**config.mk**
```make
export PLATFORM = sky130hd
export DESIGN_NAME = least_squares_slope_core_flat
export DESIGN_NICKNAME = d
export VERILOG_FILES = /design/src/lss_pkg.sv /design/src/lss_in_if.sv /design/src/lss_out_if.sv /design/src/lss_accum.sv /design/src/lss_addsub.sv /design/src/lss_seq.sv /design/src/least_squares_slope_core.sv /design/src/flat_wrapper.sv
export SDC_FILE = /design/constraint.sdc
export NUM_CORES = 2
export LEC_CHECK = 0
export BUFFER_PORTS_ARGS = -buffer_cell sky130_fd_sc_hd__buf_2
export CAP_MARGIN = 20
export CORE_MARGIN = 1
export CORE_UTILIZATION = 60
export DETAILED_ROUTE_END_ITERATION = 10
export PLACE_DENSITY = 0.86
export SLEW_MARGIN = 10
export SYNTH_ARGS = -nofsm -noshare
export SYNTH_HDL_FRONTEND = slang
export SYNTH_SLANG_ARGS = --single-unit
```
**constraint.sdc**
```tcl
create_clock -name clk -period 17.98 [get_ports clk]
set_input_delay 3.596 -clock clk [delete_from_list [all_inputs] [get_ports clk]]
set_output_delay 3.596 -clock clk [all_outputs]
set_load 0.02 [all_outputs]
```
**src/lss_pkg.sv**
```systemverilog
`timescale 1ns / 1ps

package lss_pkg;

    // Set length limit and the widths that follow from it
    localparam int MAX_POINTS = 1024;
    localparam int SMP_W      = 16;
    localparam int CNT_W      = $clog2(MAX_POINTS + 1);
    localparam int SX_W       = SMP_W + CNT_W - 1;
    localparam int SXY_W      = 2 * SMP_W + CNT_W - 1;

    // Numerator/denominator width and shared unit width (room for rem << 1)
    localparam int NUM_W  = CNT_W + SXY_W + 1;
    localparam int AW     = NUM_W + 2;
    localparam int FRAC_W = 16;
    localparam int DIV_W  = AW + FRAC_W;
    localparam int STEP_W = $clog2(DIV_W);

    // Result field widths
    localparam int SLOPE_W     = 48;
    localparam int MEAN_W      = 32;
    localparam int CNT_OUT_W   = 11;

    localparam logic [CNT_W-1:0]   COUNT_MAX     = CNT_W'(MAX_POINTS);
    localparam logic [SLOPE_W-1:0] SLOPE_POS_LIM = {1'b0, {(SLOPE_W - 1){1'b1}}};
    localparam logic [SLOPE_W-1:0] SLOPE_NEG_LIM = {1'b1, {(SLOPE_W - 1){1'b0}}};

    // Running sums of the current set
    typedef struct packed {
        logic [CNT_W-1:0]        count;
        logic signed [SX_W-1:0]  sum_x;
        logic signed [SX_W-1:0]  sum_y;
        logic signed [SXY_W-1:0] sum_xy;
        logic [SXY_W-1:0]        sum_xx;
    } sums_t;

    // One finished result
    typedef struct packed {
        logic signed [SLOPE_W-1:0] slope;
        logic signed [MEAN_W-1:0]  mean_x;
        logic signed [MEAN_W-1:0]  mean_y;
        logic [CNT_OUT_W-1:0]      point_count;
        logic                      degenerate;
    } result_t;

    // Request to the shared add/subtract unit
    typedef struct packed {
        logic [AW-1:0] a;
        logic [AW-1:0] b;
        logic          sub;
    } alu_req_t;

    // Sequencer status toward the top level
    typedef struct packed {
        logic idle;
        logic done;
    } seq_stat_t;

    typedef enum logic [3:0] {
        ST_IDLE,
        ST_LOAD,
        ST_NUM_P,
        ST_NUM_Q,
        ST_DEN_P,
        ST_DEN_Q,
        ST_ABS,
        ST_DIV,
        ST_SIGN
    } seq_state_t;

    typedef enum logic [1:0] {
        JOB_SLOPE,
        JOB_MEAN_X,
        JOB_MEAN_Y,
        JOB_DONE
    } job_t;

endpackage

```
**src/lss_in_if.sv**
```systemverilog
`timescale 1ns / 1ps

interface lss_in_if import lss_pkg::*; ();
    logic                     valid;
    logic                     ready;
    logic signed [SMP_W-1:0]  x_sample;
    logic signed [SMP_W-1:0]  y_sample;
    logic                     last_point;

    modport source (output valid, output x_sample, output y_sample, output last_point,
                    input ready);
    modport sink (input valid, input x_sample, input y_sample, input last_point,
                  output ready);
endinterface

```
**src/lss_out_if.sv**
```systemverilog
`timescale 1ns / 1ps

interface lss_out_if import lss_pkg::*; ();
    logic                      valid;
    logic                      ready;
    logic signed [SLOPE_W-1:0] slope;
    logic signed [MEAN_W-1:0]  mean_x;
    logic signed [MEAN_W-1:0]  mean_y;
    logic [CNT_OUT_W-1:0]      point_count;
    logic                      degenerate;

    modport source (output valid, output slope, output mean_x, output mean_y,
                    output point_count, output degenerate, input ready);
    modport sink (input valid, input slope, input mean_x, input mean_y,
                  input point_count, input degenerate, output ready);
endinterface

```
**src/lss_accum.sv**
```systemverilog
`timescale 1ns / 1ps

module lss_accum import lss_pkg::*; (
    input  logic                    clk,
    input  logic                    rst_n,
    input  logic                    take,
    input  logic                    clear,
    input  logic signed [SMP_W-1:0] x_sample,
    input  logic signed [SMP_W-1:0] y_sample,
    output sums_t                   sums
);

    logic [CNT_W-1:0]        count_reg, count_next;
    logic signed [SX_W-1:0]  sum_x_reg, sum_x_next;
    logic signed [SX_W-1:0]  sum_y_reg, sum_y_next;
    logic signed [SXY_W-1:0] sum_xy_reg, sum_xy_next;
    logic [SXY_W-1:0]        sum_xx_reg, sum_xx_next;
    logic signed [2*SMP_W-1:0] prod_xy;
    logic signed [2*SMP_W-1:0] prod_xx;
    logic                    room;

    // Per-item products
    assign prod_xy = x_sample * y_sample;
    assign prod_xx = x_sample * x_sample;
    assign room    = count_reg < COUNT_MAX;

    // Sum update; pairs past the set limit are dropped
    always_comb
    begin
        count_next  = count_reg;
        sum_x_next  = sum_x_reg;
        sum_y_next  = sum_y_reg;
        sum_xy_next = sum_xy_reg;
        sum_xx_next = sum_xx_reg;
        if (clear)
        begin
            count_next  = '0;
            sum_x_next  = '0;
            sum_y_next  = '0;
            sum_xy_next = '0;
            sum_xx_next = '0;
        end
        else if (take && room)
        begin
            count_next  = count_reg + CNT_W'(1);
            sum_x_next  = sum_x_reg + SX_W'(x_sample);
            sum_y_next  = sum_y_reg + SX_W'(y_sample);
            sum_xy_next = sum_xy_reg + SXY_W'(prod_xy);
            sum_xx_next = sum_xx_reg + SXY_W'($unsigned(prod_xx));
        end
    end

    always_ff @(posedge clk or negedge rst_n)
    begin
        if (!rst_n)
        begin
            count_reg  <= '0;
            sum_x_reg  <= '0;
            sum_y_reg  <= '0;
            sum_xy_reg <= '0;
            sum_xx_reg <= '0;
        end
        else
        begin
            count_reg  <= count_next;
            sum_x_reg  <= sum_x_next;
            sum_y_reg  <= sum_y_next;
            sum_xy_reg <= sum_xy_next;
            sum_xx_reg <= sum_xx_next;
        end
    end

    assign sums.count  = count_reg;
    assign sums.sum_x  = sum_x_reg;
    assign sums.sum_y  = sum_y_reg;
    assign sums.sum_xy = sum_xy_reg;
    assign sums.sum_xx = sum_xx_reg;

endmodule

```
**src/lss_addsub.sv**
```systemverilog
`timescale 1ns / 1ps

module lss_addsub import lss_pkg::*; (
    input  alu_req_t      req,
    output logic [AW-1:0] y
);

    // The one wide adder shared by every multiply, divide and negate step
    assign y = req.sub ? (req.a - req.b) : (req.a + req.b);

endmodule

```
**src/lss_seq.sv**
```systemverilog
`timescale 1ns / 1ps

module lss_seq import lss_pkg::*; (
    input  logic      clk,
    input  logic      rst_n,
    input  logic      start,
    input  logic      out_free,
    input  sums_t     sums,
    output result_t   result,
    output seq_stat_t stat
);

    seq_state_t           state_reg, state_next;
    job_t                 job_reg, job_next;
    logic [STEP_W-1:0]    step_reg, step_next;
    logic [AW-1:0]        acc_reg, acc_next;
    logic [AW-1:0]        mcand_reg, mcand_next;
    logic [SX_W-1:0]      mplier_reg, mplier_next;
    logic [AW-1:0]        num_reg, num_next;
    logic [AW-1:0]        den_reg, den_next;
    logic [AW-1:0]        div_reg, div_next;
    logic [DIV_W-1:0]     qd_reg, qd_next;
    logic                 neg_reg, neg_next;
    logic [SLOPE_W-1:0]   slope_reg, slope_next;
    logic [MEAN_W-1:0]    mean_x_reg, mean_x_next;
    logic [MEAN_W-1:0]    mean_y_reg, mean_y_next;

    alu_req_t             alu_req;
    logic [AW-1:0]        alu_y;
    logic                 last_step;
    logic [AW-1:0]        mul_b;
    logic [AW-1:0]        op_sel;
    logic [AW-1:0]        div_sel;
    logic                 op_neg;
    logic [AW-1:0]        rem_sh;
    logic                 trial_ge;
    logic [SLOPE_W-1:0]   slope_lim;
    logic                 q_over;
    logic [SLOPE_W-1:0]   sat_val;
    logic [AW-1:0]        sign_val;
    logic [AW-1:0]        sign_res;
    logic                 den_zero;
    logic                 seq_done;

    lss_addsub u_addsub (
        .req (alu_req),
        .y   (alu_y)
    );

    assign last_step = (step_reg == '0);
    assign den_zero  = (den_reg == '0);

    // Shift-add multiply: add the shifted multiplicand when the multiplier bit is set
    assign mul_b = mplier_reg[0] ? mcand_reg : '0;

    // Operand and divisor of the current division job
    always_comb
    begin
        case (job_reg)
            JOB_SLOPE:
            begin
                op_sel  = num_reg;
                div_sel = den_reg;
            end
            JOB_MEAN_X:
            begin
                op_sel  = AW'($signed(sums.sum_x));
                div_sel = AW'(sums.count);
            end
            JOB_MEAN_Y:
            begin
                op_sel  = AW'($signed(sums.sum_y));
                div_sel = AW'(sums.count);
            end
            default:
            begin
                op_sel  = '0;
                div_sel = AW'(sums.count);
            end
        endcase
    end
    assign op_neg = op_sel[AW-1];

    // Restoring division step: shift in the next dividend bit, trial subtract
    assign rem_sh   = {acc_reg[AW-2:0], qd_reg[DIV_W-1]};
    assign trial_ge = !alu_y[AW-1];

    // Slope saturation on the finished quotient magnitude
    assign slope_lim = neg_reg ? SLOPE_NEG_LIM : SLOPE_POS_LIM;
    assign q_over    = (|qd_reg[DIV_W-1:SLOPE_W]) || (qd_reg[SLOPE_W-1:0] > slope_lim);
    assign sat_val   = q_over ? slope_lim : qd_reg[SLOPE_W-1:0];
    assign sign_val  = (job_reg == JOB_SLOPE) ? AW'(sat_val) : qd_reg[AW-1:0];
    assign sign_res  = neg_reg ? alu_y : sign_val;

    // Shared unit operand select
    always_comb
    begin
        alu_req.a   = acc_reg;
        alu_req.b   = '0;
        alu_req.sub = 1'b0;
        unique case (state_reg)
            ST_NUM_P, ST_DEN_P:
            begin
                alu_req.b = mul_b;
            end
            ST_NUM_Q, ST_DEN_Q:
            begin
                // signed multiplier: its top bit carries negative weight
                alu_req.b   = mul_b;
                alu_req.sub = !last_step;
            end
            ST_ABS:
            begin
                alu_req.a   = '0;
                alu_req.b   = op_sel;
                alu_req.sub = 1'b1;
            end
            ST_DIV:
            begin
                alu_req.a   = rem_sh;
                alu_req.b   = div_reg;
                alu_req.sub = 1'b1;
            end
            ST_SIGN:
            begin
                alu_req.a   = '0;
                alu_req.b   = sign_val;
                alu_req.sub = 1'b1;
            end
            default:
            begin
                alu_req.a = acc_reg;
            end
        endcase
    end

    // Sequencer: numerator, denominator, then up to three divisions
    always_comb
    begin
        state_next  = state_reg;
        job_next    = job_reg;
        step_next   = step_reg;
        acc_next    = acc_reg;
        mcand_next  = mcand_reg;
        mplier_next = mplier_reg;
        num_next    = num_reg;
        den_next    = den_reg;
        div_next    = div_reg;
        qd_next     = qd_reg;
        neg_next    = neg_reg;
        slope_next  = slope_reg;
        mean_x_next = mean_x_reg;
        mean_y_next = mean_y_reg;
        seq_done    = 1'b0;

        unique case (state_reg)
            ST_IDLE:
            begin
                // the closing pair lands in the sums at this edge
                if (start)
                begin
                    state_next = ST_LOAD;
                end
            end
            ST_LOAD:
            begin
                state_next  = ST_NUM_P;
                acc_next    = '0;
                mcand_next  = AW'($signed(sums.sum_xy));
                mplier_next = SX_W'(sums.count);
                step_next   = STEP_W'(CNT_W - 1);
            end
            ST_NUM_P, ST_NUM_Q, ST_DEN_P, ST_DEN_Q:
            begin
                acc_next    = alu_y;
                mcand_next  = {mcand_reg[AW-2:0], 1'b0};
                mplier_next = {1'b0, mplier_reg[SX_W-1:1]};
                step_next   = step_reg - STEP_W'(1);
                if (last_step)
                begin
                    case (state_reg)
                        ST_NUM_P:
                        begin
                            // acc holds n*Sxy; now subtract Sx*Sy
                            state_next  = ST_NUM_Q;
                            mcand_next  = AW'($signed(sums.sum_x));
                            mplier_next = sums.sum_y;
                            step_next   = STEP_W'(SX_W - 1);
                        end
                        ST_NUM_Q:
                        begin
                            state_next  = ST_DEN_P;
                            num_next    = alu_y;
                            acc_next    = '0;
                            mcand_next  = AW'(sums.sum_xx);
                            mplier_next = SX_W'(sums.count);
                            step_next   = STEP_W'(CNT_W - 1);
                        end
                        ST_DEN_P:
                        begin
                            state_next  = ST_DEN_Q;
                            mcand_next  = AW'($signed(sums.sum_x));
                            mplier_next = sums.sum_x;
                            step_next   = STEP_W'(SX_W - 1);
                        end
                        default:
                        begin
                            state_next = ST_ABS;
                            den_next   = alu_y;
                            job_next   = JOB_SLOPE;
                        end
                    endcase
                end
            end
            ST_ABS:
            begin
                if (job_reg == JOB_SLOPE && den_zero)
                begin
                    // all x equal: slope forced to zero, no division
                    slope_next = '0;
                    job_next   = JOB_MEAN_X;
                end
                else
                begin
                    state_next = ST_DIV;
                    neg_next   = op_neg;
                    acc_next   = '0;
                    qd_next    = {(op_neg ? alu_y : op_sel), {FRAC_W{1'b0}}};
                    div_next   = div_sel;
                    step_next  = STEP_W'(DIV_W - 1);
                end
            end
            ST_DIV:
            begin
                acc_next  = trial_ge ? alu_y : rem_sh;
                qd_next   = {qd_reg[DIV_W-2:0], trial_ge};
                step_next = step_reg - STEP_W'(1);
                if (last_step)
                begin
                    state_next = ST_SIGN;
                end
            end
            ST_SIGN:
            begin
                case (job_reg)
                    JOB_SLOPE:
                    begin
                        slope_next = sign_res[SLOPE_W-1:0];
                        job_next   = JOB_MEAN_X;
                        state_next = ST_ABS;
                    end
                    JOB_MEAN_X:
                    begin
                        mean_x_next = sign_res[MEAN_W-1:0];
                        job_next    = JOB_MEAN_Y;
                        state_next  = ST_ABS;
                    end
                    default:
                    begin
                        mean_y_next = sign_res[MEAN_W-1:0];
                        job_next    = JOB_DONE;
                    end
                endcase
            end
            default:
            begin
                // unused state codes fall back to idle
                state_next = ST_IDLE;
            end
        endcase

        // Hold in SIGN after the last job until the output register can take it
        if (state_reg == ST_SIGN && job_reg == JOB_DONE)
        begin
            state_next = out_free ? ST_IDLE : ST_SIGN;
            seq_done   = out_free;
        end
    end

    always_ff @(posedge clk or negedge rst_n)
    begin
        if (!rst_n)
        begin
            state_reg <= ST_IDLE;
            job_reg   <= JOB_SLOPE;
            step_reg  <= '0;
        end
        else
        begin
            state_reg <= state_next;
            job_reg   <= job_next;
            step_reg  <= step_next;
        end
    end

    always_ff @(posedge clk)
    begin
        acc_reg    <= acc_next;
        mcand_reg  <= mcand_next;
        mplier_reg <= mplier_next;
        num_reg    <= num_next;
        den_reg    <= den_next;
        div_reg    <= div_next;
        qd_reg     <= qd_next;
        neg_reg    <= neg_next;
        slope_reg  <= slope_next;
        mean_x_reg <= mean_x_next;
        mean_y_reg <= mean_y_next;
    end

    assign stat.idle          = (state_reg == ST_IDLE);
    assign stat.done          = seq_done;
    assign result.slope       = slope_reg;
    assign result.mean_x      = mean_x_reg;
    assign result.mean_y      = mean_y_reg;
    assign result.point_count = CNT_OUT_W'(sums.count);
    assign result.degenerate  = den_zero;

endmodule

```
**src/least_squares_slope_core.sv**
```systemverilog
`timescale 1ns / 1ps

// Least-squares line fit over sets of (x, y) pairs. Pairs are taken one item per
// cycle and added to a count and to the sums of x, y, x*y and x*x; pairs past
// MAX_POINTS in one set are dropped. The item marked last_point closes the set:
// the block then stops taking items until its result has entered the output
// register, also waiting while the previous result is still held there. A load state
// and one 56-bit add/subtract unit do the work: the unit forms n*Sxy - Sx*Sy and
// n*Sxx - Sx*Sx by shift-add multiplies, then runs up to three restoring divisions
// of 72 steps, one quotient bit per cycle, for the Q32.16 slope (truncated toward
// zero, saturated to 48 bits) and the two Q16.16 means. A zero denominator gives
// slope 0 with degenerate set. The sums clear as the result enters the output
// register, which holds it until taken while the next set already accumulates.
module least_squares_slope_core import lss_pkg::*; (
    input logic       clk,
    input logic       rst_n,
    lss_in_if.sink    samples,
    lss_out_if.source results
);

    sums_t     sums;
    result_t   result;
    seq_stat_t stat;
    logic      take;
    logic      start;
    logic      out_free;
    logic      out_valid_reg, out_valid_next;
    result_t   out_data_reg;

    // Input handshake: items only while the sequencer is idle
    assign samples.ready = stat.idle;
    assign take          = samples.valid && samples.ready;
    assign start         = take && samples.last_point;
    assign out_free      = !out_valid_reg || results.ready;

    lss_accum u_accum (
        .clk      (clk),
        .rst_n    (rst_n),
        .take     (take),
        .clear    (stat.done),
        .x_sample (samples.x_sample),
        .y_sample (samples.y_sample),
        .sums     (sums)
    );

    lss_seq u_seq (
        .clk      (clk),
        .rst_n    (rst_n),
        .start    (start),
        .out_free (out_free),
        .sums     (sums),
        .result   (result),
        .stat     (stat)
    );

    // Output register
    always_comb
    begin
        out_valid_next = out_valid_reg;
        if (stat.done)
        begin
            out_valid_next = 1'b1;
        end
        else if (results.ready)
        begin
            out_valid_next = 1'b0;
        end
    end

    always_ff @(posedge clk or negedge rst_n)
    begin
        if (!rst_n)
        begin
            out_valid_reg <= 1'b0;
        end
        else
        begin
            out_valid_reg <= out_valid_next;
        end
    end

    always_ff @(posedge clk)
    begin
        if (stat.done)
        begin
            out_data_reg <= result;
        end
    end

    assign results.valid       = out_valid_reg;
    assign results.slope       = out_data_reg.slope;
    assign results.mean_x      = out_data_reg.mean_x;
    assign results.mean_y      = out_data_reg.mean_y;
    assign results.point_count = out_data_reg.point_count;
    assign results.degenerate  = out_data_reg.degenerate;

endmodule
```
**src/flat_wrapper.sv**
```systemverilog
// flat-port wrapper written by rule: the top's interface ports become plain ports
module least_squares_slope_core_flat import lss_pkg::*;
  (clk, rst_n, samples_valid, samples_x_sample, samples_y_sample, samples_last_point, samples_ready, results_valid, results_slope, results_mean_x, results_mean_y, results_point_count, results_degenerate, results_ready);
  lss_in_if samples_i ();
  lss_out_if results_i ();
  input logic clk;
  input logic rst_n;
  input wire logic [$bits(samples_i.valid)-1:0] samples_valid;
  input wire logic [$bits(samples_i.x_sample)-1:0] samples_x_sample;
  input wire logic [$bits(samples_i.y_sample)-1:0] samples_y_sample;
  input wire logic [$bits(samples_i.last_point)-1:0] samples_last_point;
  output wire logic [$bits(samples_i.ready)-1:0] samples_ready;
  output wire logic [$bits(results_i.valid)-1:0] results_valid;
  output wire logic [$bits(results_i.slope)-1:0] results_slope;
  output wire logic [$bits(results_i.mean_x)-1:0] results_mean_x;
  output wire logic [$bits(results_i.mean_y)-1:0] results_mean_y;
  output wire logic [$bits(results_i.point_count)-1:0] results_point_count;
  output wire logic [$bits(results_i.degenerate)-1:0] results_degenerate;
  input wire logic [$bits(results_i.ready)-1:0] results_ready;
  assign samples_i.valid = samples_valid;
  assign samples_i.x_sample = samples_x_sample;
  assign samples_i.y_sample = samples_y_sample;
  assign samples_i.last_point = samples_last_point;
  assign samples_ready = samples_i.ready;
  assign results_valid = results_i.valid;
  assign results_slope = results_i.slope;
  assign results_mean_x = results_i.mean_x;
  assign results_mean_y = results_i.mean_y;
  assign results_point_count = results_i.point_count;
  assign results_degenerate = results_i.degenerate;
  assign results_i.ready = results_ready;
  least_squares_slope_core u_core (.clk(clk), .rst_n(rst_n), .samples(samples_i), .results(results_i));
endmodule
```
# Yosys cells after proc, flatten, opt, wreduce, memory -nomap -nowiden
# Cells that the tools add are included.
[classes]
add_sub_neg = 8
mul = 2
div = 0
magnitude_cmp = 2
eq_ne = 21
n_shift = 0
muxes = 59
bitwise_logic = 3
reduce_logical = 39
[ops]
columns = ["cell", "count"]
rows = [
  ["$mux 56", 9],
  ["$pmux 56 s4", 2],
  ["$pmux 56 s2", 3],
  ["$mux 48", 5],
  ["$mux 42", 4],
  ["$pmux 56 s3", 1],
  ["$pmux 72 s2", 1],
  ["$mux 26", 5],
  ["$pmux 48 s2", 1],
  ["$add 42x32->42", 2],
  ["$pmux 26 s3", 1],
  ["$mux 72", 1],
  ["$mul 16x16->32", 2],
  ["$add 56x56->56", 1],
  ["$logic_not 56->1", 1],
  ["$sub 56x56->56", 1],
  ["$add 26x16->26", 2],
  ["$pmux 26 s2", 1],
  ["$gt 48x48->1", 1],
  ["$mux 11", 3],
  ["$mux 4", 7],
  ["$pmux 7 s4", 1],
  ["$pmux 4 s6", 1],
  ["$reduce_or 24->1", 1],
  ["39 further kinds", 77],
]
[totals]
ff_bits = 776
latchBits = 0
mem_bits_rw = 0
romBits = 0
in_bits = 37
wordCells = 160
mem_count = 0

# Longest topological paths before layout
[logic_depth]
ltp_word = 11
mapped_depth = 43

# Cells and area by module
# From an unflattened synthesis, not the netlist that was laid out.
[hier_totals]
cells_unflattened = 6135
hier_area_um2 = 62961.6
[by_module_without_submodules]
columns = ["mod", "instances", "cells_per_inst", "area_per_inst_um2", "seq_area_each_um2"]
rows = [
  ["lss_accum", 1, 3349, 30496.7, 3678.5],
  ["lss_seq", 1, 1988, 24259.5, 15069.5],
  ["lss_addsub", 1, 669, 4421.7, 0.0],
  ["least_squares_slope_core", 1, 129, 3783.6, 3748.6],
]

# Least setup slack after synthesis
# Ideal clock, no wire load.
[synth_path]
path_kind = "in2reg"
start = "input samples_x_sample[1]"
end = "register u_core.u_accum.sum_xx_reg[39]"
setup_time_ps = 319
arrival_time_ps = 10923
required_ps = 17661
slack_ps = 6739
stages = 32
cell_sequence = "clkbuf_1 > clkbuf_1 > nand2_1 > fa_1 > fa_1 > inv_1 > fa_1 > inv_1 > fa_1 > fa_1 > inv_1 > fa_1 > ha_1 > or2_2 > o31ai_1 > a21oi_1 > a211oi_1 > o21ai_0 > a21oi_1 > xnor2_1 > ha_1 > nor2b_1 > nor2_1 > a31oi_1 > inv_1 > a211oi_1 > o31ai_1 > o21ai_0 > a21o_1 > nand4_1 > xor2_1 > nor2_1"
[synth_via]
elab_chain_len = 4
[synth_lines]
columns = ["element", "line_no", "rtl"]
rows = [
  ["from (decl)", "flat_wrapper.sv:9", "input wire logic [$bits(samples_i.x_sample)-1:0] samples_x_sample;"],
  ["$mul 16x16->32", "lss_accum.sv:24", "assign prod_xx = x_sample * x_sample;"],
  ["$add 42x32->42", "lss_accum.sv:49", "sum_xx_next = sum_xx_reg + SXY_W'($unsigned(prod_xx));"],
  ["$mux 42", "lss_accum.sv:43", "else if (take && room)"],
  ["$mux 42", "lss_accum.sv:35", "if (clear)"],
  ["to (signal assigned)", "lss_accum.sv:69", "sum_xx_reg <= sum_xx_next;"],
  ["to (decl)", "lss_accum.sv:17", "logic [SXY_W-1:0] sum_xx_reg, sum_xx_next;"],
]
# No other way between the ends. The select of a mux whose other input is x is not followed.
# A chain may end at the register's enable or synchronous reset.

# Worst setup path after layout
[layout_path]
start = "input samples_x_sample[1]"
end = "register u_core.u_accum.sum_xx_reg[36]"
# The elaborated chain is that of the path after synthesis.

==> out/results.md <==
| Group | Item | Reported |
| --- | --- | --- |
| global routing | Antenna violations before repair | 8 |
| setup path | R2R depth | 33 |
| clock tree | Root Driver | clkbuf_16 |
| layout | Layout Utilization | 0.653 |
| timing | Setup TNS | 0 ps |
| clock tree | Count of H-tree levels built during CTS | 3 |
| timing | Clock skew after layout | 41.5 ps |
| layout | Share of layout cells above drive strength 1 | 0.0726 |
| routing | Number of design rule violations left after detail routing | 1 |
| setup path | Most repeated library cell on the critical path | fa_1 |
| setup path | Cell with the biggest individual delay on the critical path | clkinv_1 |
| logic synthesis | Count of mapped cells out of synthesis | 6,258 |
| routing | Detail Route Antenna Nets | 0 |
| clock tree | Deepest clock path buffer count | 3 |
| logic synthesis | Post-Syn Nets | 7,266 |
| timing | Ratio of final minimum period to clock period | 0.693 |
| layout | Area added between synthesis and finish | 7.54% |
| clock tree | Reg clk slew, reported paths | 60 ps |
| setup path | Worst-case register-to-register setup slack | 7050 ps |
| status | Failing checks | design-rule violations |
| floorplan | Io pins | 163 |
| status | Outcome | finished with violations |
| logic synthesis | Average cell area after synthesis | 10.1 um2 |
| routing | Average via count per standard cell | 6.40 |
| logic synthesis | Sequential share of the synthesized area | 0.357 |
| floorplan | Horizontal extent of the die | 326 um |
| routing | Length of the first detailed-routing pass in iterations | 11 |
| routing | Wire length after detailed routing | 176 mm |
| clock tree | Clk Latency, worst-skew pair | 680 ps |
| floorplan | Initial Utilization | 0.607 |
| timing | Unrepaired setup endpoints after global routing | no |
| setup path | End of the worst register-to-register path | u_core.u_seq.qd_reg[0] |
| setup path | Category of the worst setup path launch point | primary input |
| min path | Depth of the worst hold-timing path | 0 |
| global routing | Maximum number of pins on one net before global-route repair | 86 |
| floorplan | Cell row count | 118 |
| logic synthesis | Dominant register cell in the synthesized netlist | edfxtp_1 |
| timing | Fmax | 0.0802 GHz |
| place | Pre-CTS worst setup slack | 5110 ps |
| timing | Setup slack of the critical path after layout | 5510 ps |
| logic synthesis | Number of warnings issued by yosys | 0 |
| routing | Detail-routed net length per standard cell | 22.8 um |
| clock tree | Number of setup buffers added after CTS | 0 |
| logic synthesis | Number of flops mapped to enable cells by yosys | 615 |
| timing | Final critical path time including I/O delays and setup | 12,470 ps |
| global routing | Global route total overflow | 0 |
| clock tree | Clock tree from TritonCTS | built |
| routing | Number of design-rule violations left by the first detailed-router iteration | 6,169 |
| clock tree | Resize count post-CTS | 0 |
| logic synthesis | Number of unique standard cell types used by synthesis | 89 |
| setup path | Endpoint required time on the critical path | 18,470 ps |
| layout | Max reg flops | 72 |
| setup path | Data arrival time of the critical path | 12,960 ps |
| global routing | Global-route wire length before repair | 278 mm |
| floorplan | Placeable core region | 104,000 um2 |
| global routing | Number of global-route vias before repair | 50,182 |
| timing | Final Slew Violations | 0 |
| setup path | Buf+Inv Stages, Crit Path | 5 |
| timing | Fin. Hold Viols | 0 |
| clock tree | TritonCTS sink count | 776 |
| logic synthesis | Number of register bits inferred by synthesis | 776 |
| global routing | Total global-route track usage | 0.334 |
| floorplan | Die area | 106,000 um2 |
| setup path | Maximum single-stage delay on the critical path | 570 ps |
| clock tree | Num CTS Buffers | 82 |
| clock tree | Number of hold buffers added after CTS | 0 |
| logic synthesis | Async set or reset register ratio after synthesis | 0.207 |
| place | Half-perimeter wire length after detailed placement | 128 mm |
| min path | Worst hold-check path type | reg2reg |
| floorplan | Vertical die dimension | 326 um |
| setup path | Launch point of the worst reg-to-reg path | u_core.u_seq.neg_reg |
| place | Final Wtd Congestion | 1.02 |
| timing | Worst slew margin relative to its limit | 0.242 |
| run | Max Cap Violations | 0 |
| setup path | Critical Path Sink Type | flip-flop |
| timing | Number of setup violations in the final report | 0 |
| layout | Layout filler cell count | 7,746 |
| setup path | Crit path kind | in2reg |
| setup path | Maximum net fanout on the critical path | 28 |
| layout | Fin nets | 7,288 |
| routing | Detailed-route via count | 49,484 |
| logic synthesis | Synthesized cell area | 63,000 um2 |
| place | Port Buffer Count | 162 |
| setup path | Critical path's top delay family | adder cells |
| min path | Startpoint of the worst hold path | u_core.u_seq.mean_y_reg[28] |
| min path | Endpoint of the worst hold path | u_core.results.mean_y[28] |
| timing | Worst-margin pin slew | 1140 ps |
-- through the flow --
step | hold slack [ps] | instances | instance area, um2
after floorplan | 400 | 6258 | 63000
after global placement | 401 | 7573 | 65100
after detailed placement | 405 | 7574 | 65100
after CTS | 412 | 7724 | 67700
after global routing | 419 | 7733 | 67800
final | 412 | 7733 | 67800
-- cells in the mapped netlist, types with 43 or more instances --
cell         n  area, um2
xor2_1     117       1020
nor3_1      85        425
dfrtp_1    161       4030
nor2_1     352       1320
xnor2_1    136       1190
nand2_1    852       3200
o21ai_0    361       1810
a21oi_1    364       1820
clkbuf_1   249        935
a222oi_1    43        430
fa_1       579      11600
a22oi_1     60        450
ha_1       392       4900
nand3_1     65        325
edfxtp_1   615      18500
and2_1     242       1510
nand2b_1    52        325
inv_1      695       2610
a21o_1     105        788
o2111ai_1   62        543
-- kinds of logic (layout without fill, tap and decap cells) --
group | after synthesis | count (layout) | synth area share
flip-flops | 776 | 776 | 0.357
multiplexers | 40 | 40 | 0.00657
buffers and inverters | 998 | 1086 | 0.0608
AO/OA/AOI/OAI | 1381 | 1381 | 0.145
XOR/XNOR | 253 | 253 | 0.0351
adder cells (fa/ha/maj) | 972 | 972 | 0.262
other | 0 | 7 | 0
AND/OR/NAND/NOR | 1838 | 1838 | 0.134
-- worst max path at each step --
stage,from,to,slack (ps),depth (start not counted)
2_1_floorplan,samples_x_sample[1],u_core.u_accum.sum_xx_reg[39],6740,32
3_3_place_gp,samples_x_sample[1],u_core.u_accum.sum_xx_reg[36],5360,34
3_5_place_dp,samples_x_sample[15],u_core.u_accum.sum_xx_reg[36],5110,29
4_1_cts,samples_x_sample[15],u_core.u_accum.sum_xx_reg[36],5720,29
5_1_grt,samples_x_sample[15],u_core.u_accum.sum_xx_reg[36],4970,29
6_report,samples_x_sample[1],u_core.u_accum.sum_xx_reg[36],5510,34
-- per-layer routing --
layer,track usage,vias to the layer above,share of wire
met3,0.0663,630,0.11
li1,-,21644,-
met5,0,-,0.000091
met2,0.537,3104,0.47
met1,0.437,24104,0.37
met4,0.155,2,0.055
-- placed cells by master, fill, tap and decap left out, types with 19 or more instances in the layout --
master / synthesis / routed
buf_2: 19 / 162
dfrtp_1: 161 / 160
and2_1: 242 / 240
xor2_1: 117 / 117
a222oi_1: 43 / 43
or3_1: 26 / 26
ha_1: 392 / 392
nor4_1: 28 / 25
nor2b_1: 26 / 26
o211ai_1: 40 / 40
a22o_1: 37 / 37
a221oi_1: 31 / 31
o21ai_0: 361 / 360
clkbuf_16: 0 / 83
nand3_1: 65 / 64
o21a_1: 29 / 28
a21o_1: 105 / 105
o31ai_1: 19 / 19
and3_1: 23 / 23
a21oi_1: 364 / 360
o21bai_1: 26 / 26
a211oi_1: 33 / 31
nor2_1: 352 / 340
a31oi_1: 30 / 30
edfxtp_1: 615 / 615
nand4_1: 34 / 34
o2111ai_1: 62 / 62
buf_4: 0 / 75
a22oi_1: 60 / 60
nor3_1: 85 / 81
nand2b_1: 52 / 52
xnor2_1: 136 / 136
fa_1: 579 / 579
nand2_1: 852 / 852
inv_1: 695 / 694
mux2i_1: 29 / 29
-- final cells by class --
type,instances,area (um2),share of cell area
clock inverter,45,399,0.00589
sequential,776,22500,0.332
antenna,7,17.5,0.000258
timing repair buffer,239,1410,0.0207
tap,1380,1730,0.0255
clock buffer,105,2200,0.0324
multi-input combinational,4484,36900,0.545
inverter,697,2620,0.0386
Power is not shown: default switching activity piles up to over one toggle a cycle in this logic, so the estimate is an artifact.
